<file path="src/rtl/breath_detect_integrator_top_macros.svh">
// Assertion helpers shared by the breath detector modules.
// Each helper expects signals named clk and rst_n in the module that uses it.
`ifndef BREATH_DETECT_INTEGRATOR_TOP_MACROS_SVH
`define BREATH_DETECT_INTEGRATOR_TOP_MACROS_SVH

// The consequent must hold in the same cycle as the antecedent.
`define BDI_ASSERT_NOW(lbl, ante, cons) \
  lbl: assert property (@(posedge clk) disable iff (!rst_n) (ante) |-> (cons)) \
    else $error("breath detector check failed");

// The consequent must hold in the cycle after the antecedent.
`define BDI_ASSERT_NEXT(lbl, ante, cons) \
  lbl: assert property (@(posedge clk) disable iff (!rst_n) (ante) |=> (cons)) \
    else $error("breath detector check failed");

`endif

</file>
<file path="src/rtl/bdi_pkg.sv">
package bdi_pkg;

  // Field widths.
  localparam int P_W        = 15;
  localparam int IN_W       = 16;
  localparam int ROOT_W     = 12;
  localparam int ERR_W      = 16;
  localparam int OUT_SUM_W  = 32;
  localparam int OUT_INT_W  = 24;
  localparam int HIST_DEPTH = 4;

  // Square root unit: radicand is the code shifted up by eight bits.
  localparam int RAD_W      = P_W + 8;
  localparam int ROOT_STEPS = 12;
  localparam int STEP_W     = 4;

  localparam logic [P_W-1:0]   THRESH_RESET = P_W'(64);
  localparam logic [ERR_W-1:0] ERR_MAX      = 16'hFFFF;

  // Commands from the controller to the datapath.
  typedef struct packed {
    logic load;
    logic root_start;
    logic commit;
  } bdi_cmd_t;

  // Status from the datapath back to the controller.
  typedef struct packed {
    logic root_busy;
  } bdi_stat_t;

endpackage

</file>
<file path="src/rtl/breath_detect_integrator_top.sv">
// Breath detector and square-root integrator. Each input word carries one
// differential-pressure sample (1/64 Pa per step) and a read-ok flag, and
// produces exactly one result word. A good read goes from acceptance through
// the bit-serial square root unit (twelve root bits, one root bit per cycle),
// a state in which the controller sees the unit finish, and the commit state.
// A failed read skips the root unit and goes from acceptance straight to the
// commit state. The next word is accepted in the cycle after commit, and not
// before, while the previous result may still be waiting on the output; a
// commit waits only while the output register is full and stalled. The
// threshold register may be written only while no word is in flight.
module breath_detect_integrator_top
  import bdi_pkg::*;
#(
  parameter int SUM_BITS   = 32,
  parameter int COUNT_BITS = 24
) (
  input  logic                 clk,
  input  logic                 rst_n,
  input  logic                 in_valid,
  output logic                 in_stall,
  input  logic [IN_W-1:0]      in_pressure,
  input  logic                 in_read_ok,
  output logic                 out_valid,
  input  logic                 out_stall,
  output logic                 out_breath_start,
  output logic                 out_breath_end,
  output logic                 out_integrating,
  output logic [OUT_SUM_W-1:0] out_breath_sum,
  output logic [OUT_INT_W-1:0] out_last_interval,
  output logic [ERR_W-1:0]     out_error_count,
  input  logic                 cfg_wr_en,
  input  logic [P_W-1:0]       cfg_wr_data
);

  bdi_cmd_t          cmd;
  bdi_stat_t         stat;
  logic [ROOT_W-1:0] root;
  logic [P_W-1:0]    root_code;
  logic              root_busy;

  assign stat.root_busy = root_busy;

  bdi_ctrl u_ctrl (
    .clk        (clk),
    .rst_n      (rst_n),
    .in_valid   (in_valid),
    .in_read_ok (in_read_ok),
    .in_stall   (in_stall),
    .out_valid  (out_valid),
    .out_stall  (out_stall),
    .stat       (stat),
    .cmd        (cmd)
  );

  bdi_sqrt u_sqrt (
    .clk   (clk),
    .rst_n (rst_n),
    .start (cmd.root_start),
    .code  (root_code),
    .busy  (root_busy),
    .root  (root)
  );

  bdi_dp #(
    .SUM_BITS   (SUM_BITS),
    .COUNT_BITS (COUNT_BITS)
  ) u_dp (
    .clk               (clk),
    .rst_n             (rst_n),
    .cmd               (cmd),
    .in_pressure       (in_pressure),
    .in_read_ok        (in_read_ok),
    .cfg_wr_en         (cfg_wr_en),
    .cfg_wr_data       (cfg_wr_data),
    .root              (root),
    .root_code         (root_code),
    .out_breath_start  (out_breath_start),
    .out_breath_end    (out_breath_end),
    .out_integrating   (out_integrating),
    .out_breath_sum    (out_breath_sum),
    .out_last_interval (out_last_interval),
    .out_error_count   (out_error_count)
  );

endmodule

</file>
<file path="src/rtl/bdi_sqrt.sv">
module bdi_sqrt
  import bdi_pkg::*;
(
  input  logic              clk,
  input  logic              rst_n,
  input  logic              start,
  input  logic [P_W-1:0]    code,
  output logic              busy,
  output logic [ROOT_W-1:0] root
);

  logic [RAD_W-1:0]  rem_r, rem_nxt;
  logic [RAD_W:0]    res_r, res_nxt;
  logic [RAD_W-1:0]  bit_r, bit_nxt;
  logic [STEP_W-1:0] step_r, step_nxt;
  logic              busy_r, busy_nxt;
  logic [RAD_W+1:0]  trial;

  // One result bit per cycle: compare the remainder with res + bit.
  always_comb begin
    rem_nxt  = rem_r;
    res_nxt  = res_r;
    bit_nxt  = bit_r;
    step_nxt = step_r;
    busy_nxt = busy_r;
    trial    = {1'b0, res_r} + (RAD_W+2)'(bit_r);
    if (start) begin
      rem_nxt  = {code, 8'd0};
      res_nxt  = '0;
      bit_nxt  = RAD_W'(1) << (RAD_W - 1);
      step_nxt = STEP_W'(ROOT_STEPS - 1);
      busy_nxt = 1'b1;
    end else if (busy_r) begin
      if ({2'b00, rem_r} >= trial) begin
        rem_nxt = rem_r - RAD_W'(trial);
        res_nxt = (res_r >> 1) + (RAD_W+1)'(bit_r);
      end else begin
        res_nxt = res_r >> 1;
      end
      bit_nxt = bit_r >> 2;
      if (step_r == '0) begin
        busy_nxt = 1'b0;
      end else begin
        step_nxt = step_r - STEP_W'(1);
      end
    end
  end

  always_ff @(posedge clk) begin
    if (!rst_n) begin
      busy_r <= 1'b0;
      step_r <= '0;
    end else begin
      busy_r <= busy_nxt;
      step_r <= step_nxt;
    end
    rem_r <= rem_nxt;
    res_r <= res_nxt;
    bit_r <= bit_nxt;
  end

  assign busy = busy_r;
  assign root = res_r[ROOT_W-1:0];

endmodule

</file>
<file path="src/rtl/bdi_ctrl.sv">
`include "breath_detect_integrator_top_macros.svh"

module bdi_ctrl
  import bdi_pkg::*;
(
  input  logic      clk,
  input  logic      rst_n,
  input  logic      in_valid,
  input  logic      in_read_ok,
  output logic      in_stall,
  output logic      out_valid,
  input  logic      out_stall,
  input  bdi_stat_t stat,
  output bdi_cmd_t  cmd
);

  typedef enum logic [1:0] {
    S_IDLE,
    S_ROOT,
    S_COMMIT
  } state_t;

  state_t state_r, state_nxt;
  logic   out_valid_r, out_valid_nxt;
  logic   in_take;
  logic   out_free;

  assign in_stall = (state_r != S_IDLE);
  assign in_take  = in_valid && !in_stall;
  assign out_free = !out_valid_r || !out_stall;

  // Sequencing: take a word, run the root unit on good reads, then commit.
  always_comb begin
    state_nxt      = state_r;
    cmd            = '0;
    out_valid_nxt  = out_valid_r && out_stall;
    case (state_r)
      S_IDLE: begin
        if (in_take) begin
          cmd.load       = 1'b1;
          cmd.root_start = in_read_ok;
          state_nxt      = in_read_ok ? S_ROOT : S_COMMIT;
        end
      end
      S_ROOT: begin
        if (!stat.root_busy) begin
          state_nxt = S_COMMIT;
        end
      end
      S_COMMIT: begin
        if (out_free) begin
          cmd.commit    = 1'b1;
          out_valid_nxt = 1'b1;
          state_nxt     = S_IDLE;
        end
      end
      default: begin
        state_nxt = S_IDLE;
      end
    endcase
  end

  always_ff @(posedge clk) begin
    if (!rst_n) begin
      state_r     <= S_IDLE;
      out_valid_r <= 1'b0;
    end else begin
      state_r     <= state_nxt;
      out_valid_r <= out_valid_nxt;
    end
  end

  assign out_valid = out_valid_r;

  `BDI_ASSERT_NOW(a_commit_slot_free, cmd.commit, !out_valid_r || !out_stall)
  `BDI_ASSERT_NEXT(a_commit_shows_word, cmd.commit, out_valid)
  `BDI_ASSERT_NEXT(a_good_read_runs_root, in_take && in_read_ok, stat.root_busy)

endmodule

</file>
<file path="src/rtl/bdi_dp.sv">
`include "breath_detect_integrator_top_macros.svh"

module bdi_dp
  import bdi_pkg::*;
#(
  parameter int SUM_BITS   = 32,
  parameter int COUNT_BITS = 24
) (
  input  logic                 clk,
  input  logic                 rst_n,
  input  bdi_cmd_t             cmd,
  input  logic [IN_W-1:0]      in_pressure,
  input  logic                 in_read_ok,
  input  logic                 cfg_wr_en,
  input  logic [P_W-1:0]       cfg_wr_data,
  input  logic [ROOT_W-1:0]    root,
  output logic [P_W-1:0]       root_code,
  output logic                 out_breath_start,
  output logic                 out_breath_end,
  output logic                 out_integrating,
  output logic [OUT_SUM_W-1:0] out_breath_sum,
  output logic [OUT_INT_W-1:0] out_last_interval,
  output logic [ERR_W-1:0]     out_error_count
);

  logic [P_W-1:0]        th_r;
  logic [P_W-1:0]        code_r;
  logic                  ok_r;
  logic [P_W-1:0]        ph_r [HIST_DEPTH];
  logic [ROOT_W-1:0]     rh_r [HIST_DEPTH];
  logic                  in_breath_r, in_breath_nxt;
  logic [SUM_BITS-1:0]   sum_r, sum_nxt, seed;
  logic [SUM_BITS:0]     acc;
  logic [COUNT_BITS-1:0] cnt_r, cnt_nxt, cnt_inc;
  logic [COUNT_BITS-1:0] lat_r, lat_nxt;
  logic [ERR_W-1:0]      fail_r, fail_nxt;
  logic [P_W-1:0]        new_code;
  logic [ROOT_W-1:0]     new_root;
  logic                  above, below, start_c, end_c;
  logic [OUT_SUM_W-1:0]  sum_sat;
  logic [OUT_INT_W-1:0]  lat_sat;

  // Negative samples clamp to zero on entry.
  assign root_code = in_pressure[IN_W-1] ? '0 : in_pressure[P_W-1:0];

  // Breath decisions and state updates for the word being committed.
  always_comb begin
    cnt_inc  = (&cnt_r) ? cnt_r : cnt_r + COUNT_BITS'(1);
    new_code = ok_r ? code_r : ph_r[0];
    new_root = ok_r ? root : rh_r[0];
    above    = ok_r && (code_r >= th_r) && (ph_r[0] >= th_r) && (ph_r[1] >= th_r);
    below    = ok_r && (code_r <= th_r) && (ph_r[0] <= th_r) && (ph_r[1] <= th_r);
    start_c  = above && !in_breath_r;
    end_c    = below && in_breath_r;
    seed     = SUM_BITS'(rh_r[0]) + SUM_BITS'(rh_r[1]) + SUM_BITS'(rh_r[2])
             + SUM_BITS'(root);
    acc      = {1'b0, sum_r} + (SUM_BITS+1)'(root);
    sum_nxt  = sum_r;
    if (start_c) begin
      sum_nxt = seed;
    end else if (ok_r && in_breath_r) begin
      sum_nxt = acc[SUM_BITS] ? '1 : acc[SUM_BITS-1:0];
    end
    in_breath_nxt = start_c ? 1'b1 : (end_c ? 1'b0 : in_breath_r);
    cnt_nxt       = start_c ? '0 : cnt_inc;
    lat_nxt       = start_c ? cnt_inc : lat_r;
    fail_nxt      = (!ok_r && (fail_r != ERR_MAX)) ? fail_r + ERR_W'(1) : fail_r;
  end

  // Saturate the sum to the output width.
  generate
    if (SUM_BITS > OUT_SUM_W) begin : g_sum_wide
      assign sum_sat = (|sum_nxt[SUM_BITS-1:OUT_SUM_W]) ? '1 : sum_nxt[OUT_SUM_W-1:0];
    end else if (SUM_BITS == OUT_SUM_W) begin : g_sum_same
      assign sum_sat = sum_nxt;
    end else begin : g_sum_narrow
      assign sum_sat = {{(OUT_SUM_W-SUM_BITS){1'b0}}, sum_nxt};
    end
  endgenerate

  // Saturate the latched interval to the output width.
  generate
    if (COUNT_BITS > OUT_INT_W) begin : g_int_wide
      assign lat_sat = (|lat_nxt[COUNT_BITS-1:OUT_INT_W]) ? '1 : lat_nxt[OUT_INT_W-1:0];
    end else if (COUNT_BITS == OUT_INT_W) begin : g_int_same
      assign lat_sat = lat_nxt;
    end else begin : g_int_narrow
      assign lat_sat = {{(OUT_INT_W-COUNT_BITS){1'b0}}, lat_nxt};
    end
  endgenerate

  // Input capture and the threshold register.
  always_ff @(posedge clk) begin
    if (!rst_n) begin
      th_r <= THRESH_RESET;
    end else if (cfg_wr_en) begin
      th_r <= cfg_wr_data;
    end
    if (cmd.load) begin
      code_r <= root_code;
      ok_r   <= in_read_ok;
    end
  end

  // Breath state, committed once per word.
  always_ff @(posedge clk) begin
    if (!rst_n) begin
      for (int i = 0; i < HIST_DEPTH; i++) begin
        ph_r[i] <= '0;
        rh_r[i] <= '0;
      end
      in_breath_r      <= 1'b0;
      sum_r            <= '0;
      cnt_r            <= '0;
      lat_r            <= '0;
      fail_r           <= '0;
      out_breath_start <= 1'b0;
      out_breath_end   <= 1'b0;
      out_integrating  <= 1'b0;
    end else if (cmd.commit) begin
      for (int i = HIST_DEPTH - 1; i > 0; i--) begin
        ph_r[i] <= ph_r[i-1];
        rh_r[i] <= rh_r[i-1];
      end
      ph_r[0]          <= new_code;
      rh_r[0]          <= new_root;
      in_breath_r      <= in_breath_nxt;
      sum_r            <= sum_nxt;
      cnt_r            <= cnt_nxt;
      lat_r            <= lat_nxt;
      fail_r           <= fail_nxt;
      out_breath_start <= start_c;
      out_breath_end   <= end_c;
      out_integrating  <= in_breath_nxt;
    end
  end

  // Result word payload.
  always_ff @(posedge clk) begin
    if (cmd.commit) begin
      out_breath_sum    <= sum_sat;
      out_last_interval <= lat_sat;
      out_error_count   <= fail_nxt;
    end
  end

  `BDI_ASSERT_NOW(a_start_integrates, out_breath_start, out_integrating)
  `BDI_ASSERT_NOW(a_end_stops, out_breath_end, !out_integrating && !out_breath_start)
  `BDI_ASSERT_NEXT(a_fail_only_on_commit, !cmd.commit, $stable(fail_r))

endmodule

</file>
<file path="config.mk">
export PLATFORM = sky130hd
export DESIGN_NAME = breath_detect_integrator_top
export DESIGN_NICKNAME = d
export VERILOG_FILES = /design/src/rtl/bdi_pkg.sv /design/src/rtl/breath_detect_integrator_top.sv /design/src/rtl/bdi_sqrt.sv /design/src/rtl/bdi_ctrl.sv /design/src/rtl/bdi_dp.sv
export VERILOG_INCLUDE_DIRS = /design/src /design/src/rtl
export SDC_FILE = /design/constraint.sdc
export NUM_CORES = 1
export LEC_CHECK = 0
export ABC_CLOCK_PERIOD_IN_PS = 8440
export BUFFER_PORTS_ARGS = -buffer_cell sky130_fd_sc_hd__buf_2
export CAP_MARGIN = 10
export CELL_PAD_IN_SITES_DETAIL_PLACEMENT = 1
export CELL_PAD_IN_SITES_GLOBAL_PLACEMENT = 2
export CORE_MARGIN = 1
export CORE_UTILIZATION = 40
export DETAILED_ROUTE_END_ITERATION = 10
export PLACE_DENSITY = 0.83
export SETUP_SLACK_MARGIN = 0.15
export SYNTH_ARGS = -nofsm -noshare
export SYNTH_HDL_FRONTEND = slang
export SYNTH_HIERARCHICAL = 1
export SYNTH_SLANG_ARGS = --single-unit
</file>
<file path="constraint.sdc">
create_clock -name clk -period 8.44 [get_ports clk]
set_input_delay 0.422 -clock clk [delete_from_list [all_inputs] [get_ports clk]]
set_output_delay 0.422 -clock clk [all_outputs]
set_load 0.01 [all_outputs]
</file>
Word-level counts from Yosys, hierarchy flattened
Memory sizes are Yosys's and may differ from the RTL's.
Cells that the tools add are included.
Word-level totals
  memories kept: 2
  word-level logic and storage cells: 135
  input bits: 37
  output and inout port bits: 77
  register bits: 269
  RAM bits: 108
Memory list
  u_dp.ph_r: depth 4, width 15, read ports 3, clocked after Yosys merged registers in 0, wr ports 4, line bdi_dp.sv:29  | logic [P_W-1:0] ph_r [HIST_DEPTH];
  u_dp.rh_r: depth 4, width 12, read ports 3, clocked after Yosys merged registers in 0, wr ports 4, line bdi_dp.sv:30  | logic [ROOT_W-1:0] rh_r [HIST_DEPTH];
Operators by class
  bitwise logic cells: 10
  equality and inequality tests: 7
  magnitude comparators: 7
  multiplexer cells: 45
  $add $sub $neg: 10
  reduce and logical (&&, ||, !) cells: 32
Operator list (number)
  two-way mux 24 bit: 4
  two-way mux 32 bit: 3
  two-way mux 15 bit: 6
  two-way mux 23 bit: 3
  adder 32 x 12 -> 32 bit: 2
  two-way mux 12 bit: 5
  greater-or-equal comparator 15 bit: 3
  <= comparator 15 bit: 3
  adder 32 x 12 -> 33 bit: 1
  adder 24 x 23 -> 25 bit: 1
  greater-or-equal comparator 23 x 25 -> 1 bit: 1
  adder 23 x 23 -> 24 bit: 1
  adder 24 x 1 -> 24 bit, second input constant: 1
  AND reduction 24 bit: 1
  subtractor 23 bit: 1
  adder 16 x 1 -> 16 bit, second input constant: 1
  two-way mux 16 bit: 1
  inequality test 16 bit, second input constant: 1
  adder 12 x 12 -> 13 bit: 1
  two-way mux 1 bit: 13
  logical AND 1 bit: 12
  two-way mux 2 bit: 6
  two-way mux 4 bit: 3
  AND reduction 2 bit: 5
  other kinds (15): 32

Logic depth before layout (Yosys ltp)
  depth after elaboration: 8
  depth in mapped cells: 19
  mapped depth without buffers: 17

Modules after synthesis
Netlist, hierarchy kept.
Modules (own cells, without submodules)
  bdi_dp: seq. area each 6906.6 um^2, area each 13978.4 um^2, cells each 1381, times used 1
  bdi_sqrt: seq. area each 1431.4 um^2, area each 5418.9 um^2, cells each 622, times used 1
  bdi_ctrl: seq. area each 60.1 um^2, area each 160.2 um^2, cells each 18, times used 1

Worst setup path before layout
No wires, ideal clock.
  path kind: register to register
  start point: register u_ctrl.state_r[0]
  end point: memory u_dp.ph_r[1][0], enable pin
  buffers on the path: 2
  data arrival time: 6020 ps
  stages on the path, launching flop included: 7
  required time: 8021 ps
  library setup time: 419 ps
  setup slack: 2002 ps
  path through: dfxtp_1 > nand2b_1 > a21oi_1 > clkbuf_1 > nor2_1 > inv_1 > clkbuf_1
RTL lines
  start, declared: line bdi_ctrl.sv:23  | state_t state_r, state_nxt;
  start signal, assigned: line bdi_ctrl.sv:68  | state_r <= state_nxt;
  end, declared: line bdi_dp.sv:29

Worst setup path in the final report
  start point: register u_sqrt.res_r[0]
  end point: register u_sqrt.res_r[3]
Between the ends
  word-level cells in the longest chain between the ends: 3
Ends and longest elaborated chain
  start, declared: line bdi_sqrt.sv:13  | logic [RAD_W:0] res_r, res_nxt;
  start signal, assigned: line bdi_sqrt.sv:58  | res_r <= res_nxt;
  adder 24 x 23 -> 25 bit: line bdi_sqrt.sv:26  | trial = {1'b0, res_r} + (RAD_W+2)'(bit_r);
  greater-or-equal comparator 23 x 25 -> 1 bit: line bdi_sqrt.sv:34  | if ({2'b00, rem_r} >= trial) begin
  two-way mux 24 bit: line bdi_sqrt.sv:34
No other way between the ends.
A chain may end at the register's enable or synchronous reset.

==> metrics.md <==
| Metric | Value |
|---|---|
| Run status | `finished clean` |
| Clock skew after layout | `0.0136 ns` |
| Syn Nets | `2207` |
| Post-CTS setup buffer count | `0` |
| Number of I/O pins | `114` |
| Global-route wire length before repair | `84700 µm` |
| Initial antenna violation count | `0` |
| Number of global-route vias before repair | `15800` |
| Max-capacitance violation count | `0` |
| Number of instances in the synthesized netlist | `2021` |
| Largest driver fanout on the critical path | `43` |
| Arr. time, crit path | `6.14 ns` |
| Number of enable flip-flop cells after synthesis | `169` |
| Most numerous cell types in the synthesized netlist | `nor2_1 (190), edfxtp_1 (169), dfxtp_1 (166)` |
| Area contributors post-synth | `edfxtp_1 (26%), dfxtp_1 (17%), ha_1 (7.9%)` |
| Fraction of registers with async set/reset | `0%` |
| Total GRT Usage | `21.2%` |
| Post-synthesis area per instance | `9.68 µm²` |
| Clock Root Buffer | `clkbuf_16` |
| Overall die area | `0.0498 mm²` |
| Total wire length | `52400 µm` |
| Count of different cell masters after synthesis | `94` |
| Fraction of layout cells with a size suffix above 1 | `12.1%` |
| Endpoints failing hold | `0` |
| Number of levels in the clock H-tree | `2` |
| Die Height | `223 µm` |
| Worst setup timing slack at the placement stage | `2.76 ns` |
| Register share of total power | `35.8%` |
| Wire length per cell | `19.2 µm` |
| Worst hold slack | `0.102 ns` |
| Area of all placed cells without fillers | `0.0219 mm²` |
| Critical path startpoint | `u_sqrt/res_r[0]$_SDFFE_PP0P_` |
| GP Congestion | `0.818` |
| Most used flip-flop cell after synthesis | `edfxtp_1` |
| Worst Max-Slew Pin Slew | `1.17 ns` |
| Crit share post-route | `67.3%` |
| Critical Path Source Type | `flop` |
| Sw Share | `34.5%` |
| Flops & latches, synth | `335` |
| Share of total power in combinational logic | `31.8%` |
| Max-slew violation count | `0` |
| Cell area after technology mapping | `0.0196 mm²` |
| Yosys top cell area share | `25.9%` |
| Min Tclk post-route | `5.68 ns` |
| Clock group share of total power | `32.4%` |
| Pwr/cell area | `254 mW/mm²` |
| Clk_lat worst skew | `0.56 ns` |
| Worst vdd ir | `0.138 mV` |
| CTS Hold Bufs | `0` |
| Per-cell via count in the routed design | `5.61` |
| NetSw | `1910 µW` |
| Chip Width | `223 µm` |
| RSZ-0062 raised after global routing | `false` |
| Drt pass-1 iters | `5` |
| Clock buffers created by TritonCTS | `40` |
| Post-synth top area cell | `edfxtp_1` |
| Setup Viol. Count Final | `0` |
| Diodes inserted | `0` |
| Total negative setup slack | `0 ns` |
| Number of clock sinks seen by CTS | `335` |
| Count of instances resized after the clock tree is built | `0` |
| Critical setup path kind | `flop to flop` |
| Slack of the critical path | `2.76 ns` |
| Clock Tree Buf Depth | `3` |
| Initial detailed-routing violation count | `775` |
| Count of nets after finishing | `2269` |
| Number of buffers added on ports | `113` |
| Leakage | `0.00840 µW` |
| Pin count of the biggest net entering global routing | `86` |
| Layout filler cell count | `5440` |
| Critical Path Sink Type | `flop` |
| Reg-to-reg critical path startpoint | `u_sqrt/res_r[0]$_SDFFE_PP0P_` |
| Half-perimeter wire length after placement | `37500 µm` |
| Clock-pin slew on the worst setup and hold paths | `0.06 ns` |
| Core Area | `0.0479 mm²` |
| Relative slew slack | `22.3%` |
| Top achievable clock speed | `176 MHz` |
| Initial core utilization | `40.8%` |
| Vias post-DR | `15300` |
| Dpl cell area | `0.0205 mm²` |
| Overflow left after global routing | `0` |
| Min-Delay Startpoint | `cfg_wr_data[8]` |
| Critical Path RT | `8.89 ns` |
| Syn. warnings | `6` |
| Detail Route Antenna Nets | `0` |
| Most repeated cell in the gate-level netlist after synthesis | `nor2_1` |
| Row count | `80` |
| Worst hold-check path type | `primary input to flop` |
| Clock tree from TritonCTS | `yes` |
| Internal power | `3630 µW` |
| DRC viols | `0` |
| Layout area overhead | `11.7%` |
| Part of the Yosys area used for sequential elements | `42.9%` |
metrics by stage:
step                total power (µW)  cells  utilization (%)
floorplan                       3370   2021                -
global placement                3710   2656             42.7
detailed placement              3780   2656             42.7
CTS                             5610   2729             45.6
global route                    5900   2729             45.6
finish                          5540   2729             45.6
critical path, cell delays in order (launching register included):
cell,delay [ns]
dfxtp_1,0.38
ha_1,0.24
ha_1,0.21
a21oi_1,0.24
o21ai_0,0.26
a21boi_0,0.46
o21ai_0,0.22
and3_1,0.23
o21ai_0,0.19
xor2_1,0.19
ha_1,0.31
a21o_1,0.24
a31o_2,0.28
a2111oi_1,0.45
a211oi_2,0.19
o22ai_4,0.86
o21ai_0,0.24
a311oi_1,0.35
registers in the layout, summed over array words and instances, names as in the netlist:
signal,cells
u_dp/out_breath_sum,32
u_dp/fail_r,16
u_dp/ok_r,1
u_sqrt/busy,1
u_sqrt/bit_r,12
u_dp/cnt_r,24
u_dp/out_error_count,16
u_dp/lat_r,24
u_ctrl/out_valid,1
u_dp/ph_r,30
u_dp/rh_r,36
u_sqrt/rem_r,23
u_dp/out_breath_start,1
u_sqrt/step_r,4
u_dp/code_r,15
u_dp/th_r,15
u_dp/out_breath_end,1
u_ctrl/state_r,2
u_dp/in_breath_r,1
u_dp/sum_r,32
u_sqrt/res_r,24
u_dp/out_last_interval,24
worst paths after layout:
kind	slack (ns)	cells after the start	end
min	0.10	3	u_dp/th_r[8]$_SDFFE_PN0P_
max	2.76	17	u_sqrt/res_r[3]$_SDFFE_PP0P_
max reg2reg	2.76	17	u_sqrt/res_r[3]$_SDFFE_PP0P_
min reg2reg	0.46	2	u_dp/lat_r[14]$_SDFFE_PN0P_
power by group through the flow:
| stage | Sequential [µW] | Combinational (µW) | Clock, µW |
|---|---|---|---|
| 2_1_floorplan | 1960 | 1410 | 0 |
| 6_report | 1990 | 1760 | 1790 |
| 3_5_place_dp | 2020 | 1770 | 0 |
| 5_1_grt | 2010 | 1980 | 1910 |
| 3_3_place_gp | 2010 | 1700 | 0 |
| 4_1_cts | 1980 | 1780 | 1850 |
metal layers:
| metal | track usage, % | vias to the layer above | part of all wire [%] |
|---|---|---|---|
| met3 | 2.92 | 66 | 3.1 |
| li1 | - | 7464 | - |
| met4 | 6.07 | 0 | 2.3 |
| met5 | 0 | - | 0 |
| met2 | 35.3 | 229 | 47 |
| met1 | 28.6 | 7557 | 48 |
cells by family after synthesis:
kind of cell	count (synthesis)	synth area share, %
and+or+nand+nor	659	16.8
AOI/OAI and AO/OA	483	16.9
DFF	335	42.9
buffers and inverters	226	5.00
adders and majority gates	149	10.5
xor gates and xnor gates	122	5.46
muxes	47	2.43
cell type report:
cell class / count / area, µm² / area share, %
clock buffer: 51 / 1090 / 5.00
multi-input combinational: 1460 / 10200 / 46.7
sequential: 335 / 8400 / 38.4
inverter: 119 / 447 / 2.04
timing repair buffer: 127 / 671 / 3.07
clock inverter: 22 / 265 / 1.21
tap: 615 / 769 / 3.52
cell usage in the layout, fill, tap and decap left out, types with 10 or more instances in the layout:
cell       Yosys  routed
nand2_1      161     161
a31oi_1       31      31
nor2b_1       20      20
nor2_1       190     188
clkbuf_16      0      41
o21a_1        15      15
o31ai_1       19      19
or3_1         23      23
buf_2         18     113
and2_1        15      14
o21ai_1       12      12
a311oi_1      10      10
nand3_1       56      56
o211ai_1      13      13
nand4_1       40      40
nor4_1        11      11
and3_1        50      50
xnor2_1       67      67
a211oi_1      43      43
inv_1        117     116
nor3_1        31      31
and4_1        11      11
o21ai_0      101     101
a22o_1        12      12
a21oi_1      111     110
a31o_2        10      10
edfxtp_1     169     169
ha_1         123     123
buf_4         16      14
a21o_1        21      21
dfxtp_1      166     165
xor2_1        55      55
fa_1          26      26
mux2i_1       43      43
(Power assumes the default switching activity.)
